File: src/hdl/oc_pkg.sv
// Shared types and constants of the orbit camera datapath.
package oc_pkg;

    // Input transfer payload.
    typedef struct packed {
        logic signed [31:0] pos_x;
        logic signed [31:0] pos_y;
        logic signed [31:0] pos_z;
        logic signed [31:0] tgt_x;
        logic signed [31:0] tgt_y;
        logic signed [31:0] tgt_z;
        logic signed [15:0] delta_azimuth;
        logic signed [15:0] delta_elevation;
    } t_in;

    // Result transfer payload.
    typedef struct packed {
        logic signed [31:0] new_pos_x;
        logic signed [31:0] new_pos_y;
        logic signed [31:0] new_pos_z;
        logic               degenerate;
    } t_out;

    // Datapath widths.
    localparam int C_DIFF_W = 33;      // position minus target
    localparam int C_LEN_W = 36;       // unsigned lengths
    localparam int C_XY_W = 38;        // CORDIC vector components
    localparam int C_ANG_W = 36;       // Q30 angles
    localparam int C_FRAC_W = 31;      // unsigned Q30 factors up to one
    localparam int C_Q_SHIFT = 30;
    localparam int C_STEP_SHIFT = 18;  // Q4.12 to Q30
    localparam int C_SQRT_STEPS = 32;

    localparam longint C_Q30_HALF = 64'sd536870912;
    localparam longint C_INV_GAIN = 64'sd652032875;
    localparam longint C_PI = 64'sd3373259426;
    localparam longint C_HALF_PI = 64'sd1686629713;
    localparam longint C_TWO_PI = 64'sd6746518852;

    localparam logic [14:0] C_LIM_RESET = 15'd32440;

    // Truncated Q30 arctangent of 2^-i.
    localparam longint C_ATAN [32] = '{
        843314856, 497837829, 263043836, 133525158, 67021686, 33543515,
        16775850, 8388437, 4194282, 2097149, 1048575, 524287, 262143,
        131071, 65535, 32767, 16383, 8191, 4095, 2047, 1023, 511, 255,
        127, 63, 31, 15, 7, 3, 1, 0, 0
    };

    // Values that travel alongside the arithmetic units.
    typedef struct packed {
        logic signed [31:0]         tgt_x;
        logic signed [31:0]         tgt_y;
        logic signed [31:0]         tgt_z;
        logic signed [C_DIFF_W-1:0] dy;
        logic signed [15:0]         da;
        logic signed [15:0]         de;
        logic                       deg;
        logic                       zh;
        logic signed [C_ANG_W-1:0]  phi0;
        logic signed [C_ANG_W-1:0]  elev;
        logic [C_LEN_W-1:0]         dlen;
        logic signed [C_FRAC_W-1:0] s_c;
        logic [C_LEN_W-1:0]         nh;
        logic signed [C_XY_W-1:0]   ny;
    } t_side;

endpackage

File: src/hdl/oc_mulq30.sv
// Two-stage unsigned multiply by a Q30 factor, rounded half up.
module oc_mulq30 #(
    parameter int WA = 36,
    parameter int WS = 8
) (
    input  logic                          i_clk,
    input  logic                          i_rst_n,
    input  logic                          i_en,
    input  logic                          i_valid,
    input  logic [WA-1:0]                 i_a,
    input  logic [oc_pkg::C_FRAC_W-1:0]   i_b,
    input  logic [WS-1:0]                 i_side,
    output logic                          o_valid,
    output logic [WA-1:0]                 o_p,
    output logic [WS-1:0]                 o_side
);
    import oc_pkg::*;

    localparam int WL = WA / 2;
    localparam int WH = WA - WL;
    localparam int WP = WA + C_FRAC_W + 1;

    logic [WL+C_FRAC_W-1:0] r_pl;
    logic [WH+C_FRAC_W-1:0] r_ph;
    logic                   r_v1, r_v2;
    logic [WS-1:0]          r_s1, r_s2;
    logic [WA-1:0]          r_p;
    logic [WP-1:0]          n_sum;

    // Partial products and their rounded sum.
    assign n_sum = (WP'(r_ph) << WL) + WP'(r_pl) + WP'(C_Q30_HALF);

    always_ff @(posedge i_clk) begin
        if (!i_rst_n) begin
            r_v1 <= 1'b0;
            r_v2 <= 1'b0;
        end else if (i_en) begin
            r_v1 <= i_valid;
            r_v2 <= r_v1;
        end
    end

    always_ff @(posedge i_clk) begin
        if (i_en) begin
            r_pl <= (WL+C_FRAC_W)'(i_a[WL-1:0]) * (WL+C_FRAC_W)'(i_b);
            r_ph <= (WH+C_FRAC_W)'(i_a[WA-1:WL]) * (WH+C_FRAC_W)'(i_b);
            r_s1 <= i_side;
            r_p <= n_sum[WA+C_Q_SHIFT-1:C_Q_SHIFT];
            r_s2 <= r_s1;
        end
    end

    assign o_valid = r_v2;
    assign o_p = r_p;
    assign o_side = r_s2;

endmodule

File: config.mk
export PLATFORM = sky130hd
export DESIGN_NAME = oc_mulq30
export DESIGN_NICKNAME = d
export VERILOG_FILES = /design/src/hdl/oc_pkg.sv /design/src/hdl/oc_mulq30.sv
export SDC_FILE = /design/constraint.sdc
export NUM_CORES = 2
export LEC_CHECK = 0
export ABC_AREA = 1
export BUFFER_PORTS_ARGS = -buffer_cell sky130_fd_sc_hd__clkbuf_2
export CAP_MARGIN = 20
export CORE_MARGIN = 1.5
export CORE_UTILIZATION = 40
export DETAILED_ROUTE_END_ITERATION = 7
export HOLD_SLACK_MARGIN = 0.05
export SLEW_MARGIN = 30
export SYNTH_ARGS = -nofsm -noshare
export SYNTH_HDL_FRONTEND = slang
export SYNTH_SLANG_ARGS = --single-unit
File: constraint.sdc
create_clock -name i_clk -period 7.9 [get_ports i_clk]
set_input_delay 1.58 -clock i_clk [delete_from_list [all_inputs] [get_ports i_clk]]
set_output_delay 1.58 -clock i_clk [all_outputs]
set_load 0.005 [all_outputs]
==> flow_metrics.py <==
metrics = {
    "grt": {
        "grt.overflow.total": 0,
        "grt_use_total_pct": 24.3,
        "grt_pass1_vias": 37800,
        "grt_pass1_wl_um": 212000,
        "grt_antenna_before_repair": 0,
        "grt_start_max_net_pins": 52,
    },
    "floorplanning": {
        "num_rows": 121,
        "initial_core_util_pct": 40.4,
        "die_area_sq_um": 112000,
        "core_sq_um": 109000,
        "die_w_um": 335,
        "dieHeight_um": 335,
        "io_pins": 124,
    },
    "cts": {
        "clk-insertion-delay-late_ps": 490,
        "cts_buffers": 17,
        "clock-sinks": 133,
        "clkSlewWorstSetupHoldPaths_ps": 70,
        "ctsHtreeMaxLevel": 4,
        "cts_tree": "built",
        "ctsResizeCount": 0,
        "ctsHoldBuffers": 0,
        "clock_path_buffers": 2,
        "cts_setup_buffers": 0,
        "cts-root-buf": "clkbuf_16",
    },
    "setup_path": {
        "cp_data_arrival_time_ps": 7560,
        "cp-end-kind": "flip-flop",
        "critPathMaxFanout": 23,
        "crit_top_cell": "fa_1",
        "cp-start-kind": "input pin",
        "cp_slowest_cell": "clkbuf_2",
        "rrSetupSlack_ps": 5030,
        "reg2reg_to": "o_p[29]",
        "worstSetupPathType": "input pin to flip-flop",
        "r2r_cells": 9,
        "cp.required_ps": 8140,
        "crit_path_cell_trace": "clkbuf_2 -> buf_4 -> nand2_1 -> fa_1 -> inv_1 -> fa_1 -> inv_1 -> fa_1 -> inv_1 -> fa_1 -> fa_1 -> inv_1 -> fa_1 -> inv_1 -> ha_1 -> a21oi_1 -> o21ai_0 -> a21oi_1 -> nor2_1 -> nor3_1 -> nand2_1 -> nand2_1 -> nand2_1",
        "reg2reg_from": "r_pl[48]",
        "crit_path_max_incr_delay_ps": 560,
    },
    "timing": {
        "fin_skew_ps": 17.0,
        "period_needed_ps": 7320,
        "grt_setup_unrepaired": "false",
        "slew_headroom_pct": 35.0,
        "period_share_pct": 92.7,
        "max_freq_mhz": 137,
        "timing_hold_violations_final": 0,
        "finalSetupViolCount": 0,
        "setup_tns_ps": 0,
        "slew_viol_final": 0,
        "tightest_slew_ps": 975,
        "setup_slack_ps": 576,
    },
    "placement": {
        "numPortBuffers": 123,
        "gp_congestion": 0.962,
        "dp_hpwl_um": 109000,
        "placed_cells": 7223,
        "post-place-ws_ps": 187,
    },
    "logic_synthesis": {
        "synth_cell_types": 43,
        "netlist_area_sq_um": 44100,
        "ys_seq_area_share_pct": 9.02,
        "synth_warnings": 0,
        "synth_area_per_cell_sq_um": 7.64,
        "synth_ff_type": "edfxtp_1",
        "synth_area_leaders": "fa_1, inv_1, nand2_1, edfxtp_1, ha_1",
        "synth_nets": 7075,
        "synth_cells": 5772,
        "synth_top_area_cell": "fa_1",
        "async_flop_share_pct": 0,
        "synth_top_area_share_pct": 42.0,
        "synth_edf_count": 131,
        "synth_seq_cells": 133,
    },
    "drt": {
        "finalWirelength_um": 130000,
        "ant_nets": 0,
        "drt_pass1_iterations": 5,
        "drcViolationCount": 0,
        "routedWlPerCell_um": 17.9,
        "num_vias": 35800,
        "drtIter0Drc": 2671,
        "via_per_inst": 4.93,
    },
    "layout": {
        "syn2layout_area_growth_pct": 8.04,
        "fillers": 11100,
        "register_area_sq_um": 3970,
        "fin_nets": 7131,
        "multiInputGateArea_sq_um": 32800,
        "insertedDiodeCount": 0,
        "drive_gt1_share_pct": 5.87,
        "fin_cells": 7255,
    },
    "min_path": {
        "min_from": "r_s1[4]",
        "whs_endpoint": "o_side[4]",
        "hp-class": "flip-flop to flip-flop",
        "min_path_cells": 0,
    },
    "run_status": {
        "status": "completed",
    },
    "job": {
        "drv_cap": 0,
    },
}
how the worst max path moves through the flow:
stage	startpoint	to	slack [ps]	depth (start not counted)
CTS	i_b[27]	r_ph[41]	700	23
global route	i_b[27]	r_ph[41]	390	23
finish	i_b[27]	r_ph[41]	580	23
detailed placement	i_b[27]	r_ph[41]	190	23
global placement	i_b[27]	r_ph[40]	200	23
floorplan	i_b[28]	r_pl[44]	1020	25
layout by cell type, fill, tap and decap left out, types with 106 or more instances in the layout:
cell and instances:
buf_4 121, nor2_1 220, ha_1 299, nand2_1 1676, a21oi_1 154, clkbuf_2 122
nand3_1 106, inv_1 1692, edfxtp_1 131, fa_1 925
flip-flops by register name (all words and copies together), names as in the netlist:
register and flops:
o_p 36, o_side 8, o_valid 1, r_ph 48, r_pl 31, r_s1 8
r_v1 1
synthesized netlist by cell type (all sizes together), types with 6 or more instances:
master and number:
buf 30, a21oi 154, o21ai 94, and2 6, xor2 50, o21bai 16, nand4 40, xnor2 18
fa 925, a21o 9, edfxtp 131, ha 299, nand3 109, nor3 27, inv 1708, nand3b 6
nor2 230, o21a 10, clkbuf 203, nand2 1681
through the flow:
| step | utilization, % | hold slack [ps] | instance area [sq um] |
|---|---|---|---|
| global route | 43.7 | 427 | 47600 |
| global placement | 43.1 | 401 | 47000 |
| detailed placement | 43.1 | 408 | 47000 |
| floorplan | - | 400 | 44100 |
| finish | 43.7 | 422 | 47600 |
| CTS | 43.7 | 422 | 47600 |
worst max-delay path, delay by kind of cell:
kind	cells	cell delay, ps
AND/OR/NAND/NOR	6	670
buffers and inverters	7	1100
AO/OA/AOI/OAI	3	830
adder cells (fa/ha/maj)	7	3380
cells by family after synthesis:
kind of cell               after synthesis  synth area share [%]
and+or+nand+nor                       2110                  19.0
adders and majority gates             1224                  50.5
xor gates and xnor gates                68                  1.35
AOI/OAI and AO/OA                      295                  3.62
DFF                                    133                  9.02
buffers and inverters                 1942                  16.6
area by class of cell:
type                       instances  area share (%)
clock inverter                    14           0.349
inverter                        1709            13.5
sequential                       133            8.34
timing repair buffer             270            4.32
multi-input combinational       3697            68.9
clock buffer                      18           0.901
tap                             1414            3.72
layer usage:
metal  wire, um  global-route usage [%]
met1      60700                    35.5
met2      57900                    38.7
met3       8260                    2.27
met4       3360                    6.38
met5          0                       0
Power is not shown: default switching activity piles up to over one toggle a cycle in this logic, so the estimate is an artifact.
