$ cat src/hdl/oc_pkg.sv
// Shared types and constants of the orbit camera datapath.
package oc_pkg;

    // Input transfer payload.
    typedef struct packed {
        logic signed [31:0] pos_x;
        logic signed [31:0] pos_y;
        logic signed [31:0] pos_z;
        logic signed [31:0] tgt_x;
        logic signed [31:0] tgt_y;
        logic signed [31:0] tgt_z;
        logic signed [15:0] delta_azimuth;
        logic signed [15:0] delta_elevation;
    } t_in;

    // Result transfer payload.
    typedef struct packed {
        logic signed [31:0] new_pos_x;
        logic signed [31:0] new_pos_y;
        logic signed [31:0] new_pos_z;
        logic               degenerate;
    } t_out;

    // Datapath widths.
    localparam int C_DIFF_W = 33;      // position minus target
    localparam int C_LEN_W = 36;       // unsigned lengths
    localparam int C_XY_W = 38;        // CORDIC vector components
    localparam int C_ANG_W = 36;       // Q30 angles
    localparam int C_FRAC_W = 31;      // unsigned Q30 factors up to one
    localparam int C_Q_SHIFT = 30;
    localparam int C_STEP_SHIFT = 18;  // Q4.12 to Q30
    localparam int C_SQRT_STEPS = 32;

    localparam longint C_Q30_HALF = 64'sd536870912;
    localparam longint C_INV_GAIN = 64'sd652032875;
    localparam longint C_PI = 64'sd3373259426;
    localparam longint C_HALF_PI = 64'sd1686629713;
    localparam longint C_TWO_PI = 64'sd6746518852;

    localparam logic [14:0] C_LIM_RESET = 15'd32440;

    // Truncated Q30 arctangent of 2^-i.
    localparam longint C_ATAN [32] = '{
        843314856, 497837829, 263043836, 133525158, 67021686, 33543515,
        16775850, 8388437, 4194282, 2097149, 1048575, 524287, 262143,
        131071, 65535, 32767, 16383, 8191, 4095, 2047, 1023, 511, 255,
        127, 63, 31, 15, 7, 3, 1, 0, 0
    };

    // Values that travel alongside the arithmetic units.
    typedef struct packed {
        logic signed [31:0]         tgt_x;
        logic signed [31:0]         tgt_y;
        logic signed [31:0]         tgt_z;
        logic signed [C_DIFF_W-1:0] dy;
        logic signed [15:0]         da;
        logic signed [15:0]         de;
        logic                       deg;
        logic                       zh;
        logic signed [C_ANG_W-1:0]  phi0;
        logic signed [C_ANG_W-1:0]  elev;
        logic [C_LEN_W-1:0]         dlen;
        logic signed [C_FRAC_W-1:0] s_c;
        logic [C_LEN_W-1:0]         nh;
        logic signed [C_XY_W-1:0]   ny;
    } t_side;

endpackage

$ cat src/hdl/oc_isqrt.sv
// Pipelined floored integer square root, two radicand bits per stage.
module oc_isqrt #(
    parameter int WS = 8
) (
    input  logic                        i_clk,
    input  logic                        i_rst_n,
    input  logic                        i_en,
    input  logic                        i_valid,
    input  logic [60:0]                 i_v,
    input  logic [WS-1:0]               i_side,
    output logic                        o_valid,
    output logic [oc_pkg::C_FRAC_W-1:0] o_root,
    output logic [WS-1:0]               o_side
);
    import oc_pkg::*;

    logic [63:0]   r_rem [C_SQRT_STEPS];
    logic [63:0]   r_root [C_SQRT_STEPS];
    logic          r_v [C_SQRT_STEPS];
    logic [WS-1:0] r_side [C_SQRT_STEPS];

    for (genvar k = 0; k < C_SQRT_STEPS; k++) begin : g_step
        localparam logic [63:0] BIT = 64'd1 << (62 - 2 * k);
        logic [63:0]   p_rem, p_root, n_rem, n_root, trial;
        logic          p_v;
        logic [WS-1:0] p_side;

        if (k == 0) begin : g_head
            assign p_rem = 64'(i_v);
            assign p_root = '0;
            assign p_v = i_valid;
            assign p_side = i_side;
        end else begin : g_link
            assign p_rem = r_rem[k-1];
            assign p_root = r_root[k-1];
            assign p_v = r_v[k-1];
            assign p_side = r_side[k-1];
        end

        // Trial subtraction for this result bit.
        assign trial = p_root + BIT;
        always_comb begin
            if (p_rem >= trial) begin
                n_rem = p_rem - trial;
                n_root = (p_root >> 1) + BIT;
            end else begin
                n_rem = p_rem;
                n_root = p_root >> 1;
            end
        end

        always_ff @(posedge i_clk) begin
            if (!i_rst_n) begin
                r_v[k] <= 1'b0;
            end else if (i_en) begin
                r_v[k] <= p_v;
            end
        end

        always_ff @(posedge i_clk) begin
            if (i_en) begin
                r_rem[k] <= n_rem;
                r_root[k] <= n_root;
                r_side[k] <= p_side;
            end
        end
    end

    assign o_valid = r_v[C_SQRT_STEPS-1];
    assign o_root = r_root[C_SQRT_STEPS-1][C_FRAC_W-1:0];
    assign o_side = r_side[C_SQRT_STEPS-1];

endmodule

$ cat config.mk
export PLATFORM = sky130hd
export DESIGN_NAME = oc_isqrt
export DESIGN_NICKNAME = d
export VERILOG_FILES = /design/src/hdl/oc_pkg.sv /design/src/hdl/oc_isqrt.sv
export SDC_FILE = /design/constraint.sdc
export NUM_CORES = 2
export LEC_CHECK = 0
export BUFFER_PORTS_ARGS = -buffer_cell sky130_fd_sc_hd__buf_2
export CORE_MARGIN = 1.5
export CORE_UTILIZATION = 59
export CTS_CLUSTER_SIZE = 16
export DETAILED_ROUTE_END_ITERATION = 16
export HOLD_SLACK_MARGIN = 0.06
export PLACE_DENSITY_LB_ADDON = 0.08
export SYNTH_ARGS = -nofsm -noshare
export SYNTH_HDL_FRONTEND = slang
export SYNTH_MEMORY_MAX_BITS = 65536
export SYNTH_SLANG_ARGS = --single-unit
$ cat constraint.sdc
create_clock -name i_clk -period 4.1 [get_ports i_clk]
set_input_delay 0.205 -clock i_clk [delete_from_list [all_inputs] [get_ports i_clk]]
set_output_delay 0.205 -clock i_clk [all_outputs]
set_load 0.02 [all_outputs]
==> impl_results.html <==
<table>
<tr><th>Metric</th><th>Value</th></tr>
<tr><th colspan="2">Min path</th></tr>
<tr><td>Kind of path behind the tightest hold check</td><td>primary input to register</td></tr>
<tr><td>Number of cells traversed by the worst hold path</td><td>3</td></tr>
<tr><td>Hold Path Origin</td><td>i_rst_n</td></tr>
<tr><td>Worst-case hold path end point</td><td>r_v[16]$_DFF_P_</td></tr>
<tr><th colspan="2">Finish</th></tr>
<tr><td>Register area</td><td>82,960 um^2</td></tr>
<tr><td>Leading cell types in the layout, fill and taps excluded</td><td>edfxtp_1 (2,762), nor2_1 (668), inv_1 (651), a21oi_1 (608), ha_1 (523)</td></tr>
<tr><td>Share of the core filled with cells</td><td>67.24%</td></tr>
<tr><td>Area occupied by multi-input gates</td><td>40,550 um^2</td></tr>
<tr><td>Net count reported at finish</td><td>10,750</td></tr>
<tr><td>Fill cell count</td><td>15,030</td></tr>
<tr><td>Leading cell type in the layout, fill and taps excluded</td><td>edfxtp_1</td></tr>
<tr><td>Layout cell share with drive strength beyond 1</td><td>8.837%</td></tr>
<tr><td>Growth of design area from synthesis to finish</td><td>12.89%</td></tr>
<tr><th colspan="2">Timing</th></tr>
<tr><td>Final TNS setup</td><td>0 ns</td></tr>
<tr><td>Worst Max-Slew Pin Slew</td><td>1.115 ns</td></tr>
<tr><td>Final hold violation count</td><td>0</td></tr>
<tr><td>Relative slew margins</td><td>24.96%</td></tr>
<tr><td>Share of the clock period used by the worst path</td><td>95.31%</td></tr>
<tr><td>Max-slew violation count</td><td>0</td></tr>
<tr><td>Final setup margin</td><td>0.1922 ns</td></tr>
<tr><td>RSZ-0062 raised after global routing</td><td>no</td></tr>
<tr><td>Final period demand of the worst path</td><td>3.908 ns</td></tr>
<tr><td>Maximum operating frequency</td><td>0.2559 GHz</td></tr>
<tr><td>Endpoints failing setup</td><td>0</td></tr>
<tr><td>Worst clock skew</td><td>0.07798 ns</td></tr>
<tr><th colspan="2">Logic synthesis</th></tr>
<tr><td>Per-instance average area after synthesis</td><td>13.22 um^2</td></tr>
<tr><td>Share of synthesized area occupied by flip-flops and latches</td><td>65.47%</td></tr>
<tr><td>Flop and latch count out of synthesis</td><td>2,763</td></tr>
<tr><td>Number of standard cells after synthesis</td><td>9,586</td></tr>
<tr><td>Synth cell types</td><td>102</td></tr>
<tr><td>Yosys Warn Count</td><td>0</td></tr>
<tr><td>Most used flip-flop cell after synthesis</td><td>edfxtp_1</td></tr>
<tr><td>Number of synthesized flops with an enable pin</td><td>2,762</td></tr>
<tr><td>Mapped Area</td><td>126,700 um^2</td></tr>
<tr><td>Async set-reset flop share out of synthesis</td><td>0%</td></tr>
<tr><th colspan="2">Worst setup path</th></tr>
<tr><td>Destination of the worst register-to-register timing path</td><td>r_rem[3][111]$_DFFE_PP_</td></tr>
<tr><td>Highest net fanout along the worst path</td><td>9</td></tr>
<tr><td>Worst Path Required</td><td>4.78 ns</td></tr>
<tr><td>Most common cell on crit path</td><td>o21a_1</td></tr>
<tr><td>CP cell instances</td><td>inv_1 &gt; ha_1 &gt; o21a_1 &gt; o21a_1 &gt; o21ai_0 &gt; a21oi_1 &gt; nor3_1 &gt; o22ai_1 &gt; o21a_1 &gt; nor4_1 &gt; xor2_1</td></tr>
<tr><td>Worst flop-to-flop path startpoint</td><td>r_root[24][14]$_DFFE_PP_</td></tr>
<tr><td>Nature of the critical path endpoint</td><td>register</td></tr>
<tr><td>R2R Setup Slk</td><td>0.19 ns</td></tr>
<tr><td>R2R cell count</td><td>11</td></tr>
<tr><td>Data arrival time at the worst-slack endpoint</td><td>4.58 ns</td></tr>
<tr><td>Crit path largest cell delay</td><td>0.75 ns</td></tr>
<tr><td>Crit Path Class</td><td>register to register</td></tr>
<tr><td>Setup crit start kind</td><td>register</td></tr>
<tr><td>Slowest cell on crit path</td><td>nor3_1</td></tr>
<tr><th colspan="2">CTS</th></tr>
<tr><td>Clock tree sinks</td><td>2,763</td></tr>
<tr><td>Clk Latency, worst-skew pair</td><td>0.94 ns</td></tr>
<tr><td>Longest Clk Path Bufs</td><td>4</td></tr>
<tr><td>Clk pin slew, worst setup/hold paths</td><td>0.06 ns</td></tr>
<tr><td>CTS tree</td><td>yes</td></tr>
<tr><td>Cts bufs inserted</td><td>301</td></tr>
<tr><td>CTS Root Buffer Type</td><td>clkbuf_16</td></tr>
<tr><td>Maximum level of the CTS H-tree</td><td>5</td></tr>
<tr><th colspan="2">Power</th></tr>
<tr><td>Pleak</td><td>53.89 nW</td></tr>
<tr><td>Pwr per Cell Area</td><td>553.7 nW/um^2</td></tr>
<tr><td>Post-layout total power</td><td>79.21 mW</td></tr>
<tr><td>IR drop worst, VDD</td><td>0.4730 mV</td></tr>
<tr><th colspan="2">Detailed routing</th></tr>
<tr><td>Routed wire length per instance</td><td>24.64 um</td></tr>
<tr><td>Routed Antenna Nets</td><td>0</td></tr>
<tr><td>DRC viols</td><td>0</td></tr>
<tr><td>Number of detailed-routing iterations run before antenna repair</td><td>8</td></tr>
<tr><td>Post-detailed-route via-to-cell ratio</td><td>6.111</td></tr>
<tr><td>Final Routed Wirelength</td><td>325,100 um</td></tr>
<tr><td>Total number of vias</td><td>80,640</td></tr>
<tr><td>Number of DRC violations after detailed-routing iteration 0</td><td>8,625</td></tr>
<tr><th colspan="2">GRT</th></tr>
<tr><td>Global Route Usage Sum</td><td>29.64%</td></tr>
<tr><td>Remaining Overflow, GRT</td><td>0</td></tr>
<tr><td>Initial antenna violation count</td><td>11</td></tr>
<tr><td>Maximum number of pins on one net before global-route repair</td><td>140</td></tr>
<tr><td>Global-route wire length before repair</td><td>486,800 um</td></tr>
<tr><td>Number of global-route vias before repair</td><td>78,890</td></tr>
<tr><th colspan="2">Die</th></tr>
<tr><td>Ports</td><td>113</td></tr>
<tr><td>Die area</td><td>217,500 um^2</td></tr>
<tr><td>Effective utilization at floorplan</td><td>59.56%</td></tr>
<tr><td>Standard-cell row count</td><td>169</td></tr>
<tr><td>Die Y</td><td>466.4 um</td></tr>
<tr><td>Die X</td><td>466.4 um</td></tr>
<tr><td>Core area</td><td>212,700 um^2</td></tr>
<tr><th colspan="2">Place</th></tr>
<tr><td>HPWL Detailed</td><td>238,500 um</td></tr>
<tr><td>Post-Place Setup Slack</td><td>0.04588 ns</td></tr>
<tr><td>Number of buffers inserted by port buffering</td><td>112</td></tr>
<tr><td>Routability cong.</td><td>0.9601</td></tr>
<tr><th colspan="2">Run</th></tr>
<tr><td>Max capacitance violation total</td><td>0</td></tr>
<tr><th colspan="2">Status</th></tr>
<tr><td>Status</td><td>finished, final reports clean</td></tr>
</table>
[synthesized netlist by cell type (71+ instances only)]
library cell  instances  share of area (%)
ha_1                523                5.2
xor2_1              426                2.9
nand4_1             162               0.80
o21ai_0             382                1.5
xnor2_1             446                3.1
a21o_1              222                1.3
nor2_1              668                2.0
nand3_1             145               0.57
and3_1               71               0.35
mux2_2               84               0.75
o21a_1              102               0.60
nor4_1              325                1.6
clkbuf_1            144               0.43
or3_1               119               0.59
edfxtp_1           2762                 65
nand2b_1             99               0.49
a21oi_1             609                2.4
inv_1               651                1.9
nand2_1             488                1.4
nor3_1              273                1.1
or4_1                71               0.42
nor2b_1              73               0.36
[through the flow]
step	hold WS [ns]	instances	area [um^2]
6_report	0.3179	13200	143000
5_1_grt	0.3187	13190	143000
4_1_cts	0.2456	13190	143000
3_5_place_dp	0.3831	12530	132000
3_3_place_gp	0.3809	12530	132000
2_1_floorplan	0.3039	9587	126700
[cell type report]
class | count | area share [%]
antenna | 9 | 0.01575
clock buffer | 348 | 5.464
clock inverter | 169 | 1.240
inverter | 655 | 1.719
multi-input combinational | 5980 | 28.35
sequential | 2763 | 58.00
tap | 2821 | 2.468
timing repair buffer | 451 | 2.745
[registers in the layout, indices dropped and copies added, names as in the netlist]
name	cells
r_rem	1979
r_side	256
r_v	32
r_root	496
[worst max path at each step]
stage                        startpoint                      end  slack, ns  cells past startpoint
6_report       r_root[24][14]$_DFFE_PP_  r_rem[3][111]$_DFFE_PP_       0.19                     11
5_1_grt         r_rem[3][139]$_DFFE_PP_  r_rem[3][238]$_DFFE_PP_       0.02                     10
4_1_cts         r_rem[1][295]$_DFFE_PP_  r_rem[1][371]$_DFFE_PP_        0.1                     10
3_5_place_dp    r_rem[3][139]$_DFFE_PP_  r_rem[3][246]$_DFFE_PP_       0.05                     10
3_3_place_gp    r_rem[1][295]$_DFFE_PP_  r_rem[1][372]$_DFFE_PP_       0.19                     10
2_1_floorplan   r_rem[2][294]$_DFFE_PP_  r_rem[2][383]$_DFFE_PP_       0.79                     12
[kinds of logic (layout without fill, tap and decap cells)]
group / count (synthesis) / in the layout / share of synthesized area [%]
flops: 2763 / 2763 / 65.47
compound gates: 1724 / 1724 / 8.429
buf+inv: 844 / 1623 / 2.571
simple gates: 2758 / 2758 / 11.43
mux: 101 / 101 / 0.9016
fa+ha+maj: 523 / 523 / 5.165
xor+xnor: 872 / 872 / 6.028
other cells: 1 / 11 / 0.002960
[worst max-delay path: cells and delay by family (launching register included)]
family	cells	cell delay (ns)
AOI/OAI and AO/OA	6	1.55
and+or+nand+nor	2	1.07
DFF	1	0.53
adders and majority gates	1	0.33
xor gates and xnor gates	1	0.11
buffers and inverters	1	0.08
[per-layer routing]
layer  GRT usage [%]  vias to the layer above  routed length [um]
li1                -                    37220                   -
met3           4.276                      575               21780
met5               0                        -                  12
met1           39.82                    39870              133200
met4           10.20                        2               11760
met2           49.64                     2975              158400
[power by group]
group / total, mW / switching [mW] / internal, mW
combinational: 14.6 / 8.66 / 5.92
clock: 26.7 / 10.9 / 15.8
sequential: 37.9 / 2.74 / 35.2
total: 79.2 / 22.3 / 56.9
[what timing repair did]
item / 4_1_cts / 5_1_grt
resized for setup: 0 / 5
hold buffers: 142 / 0
buffers inserted: 0 / 1
endpoints found under the setup margin: 0 / 21
endpoints found under the hold margin: 247 / 0
No activity file was read; power rests on OpenSTA's default activity.
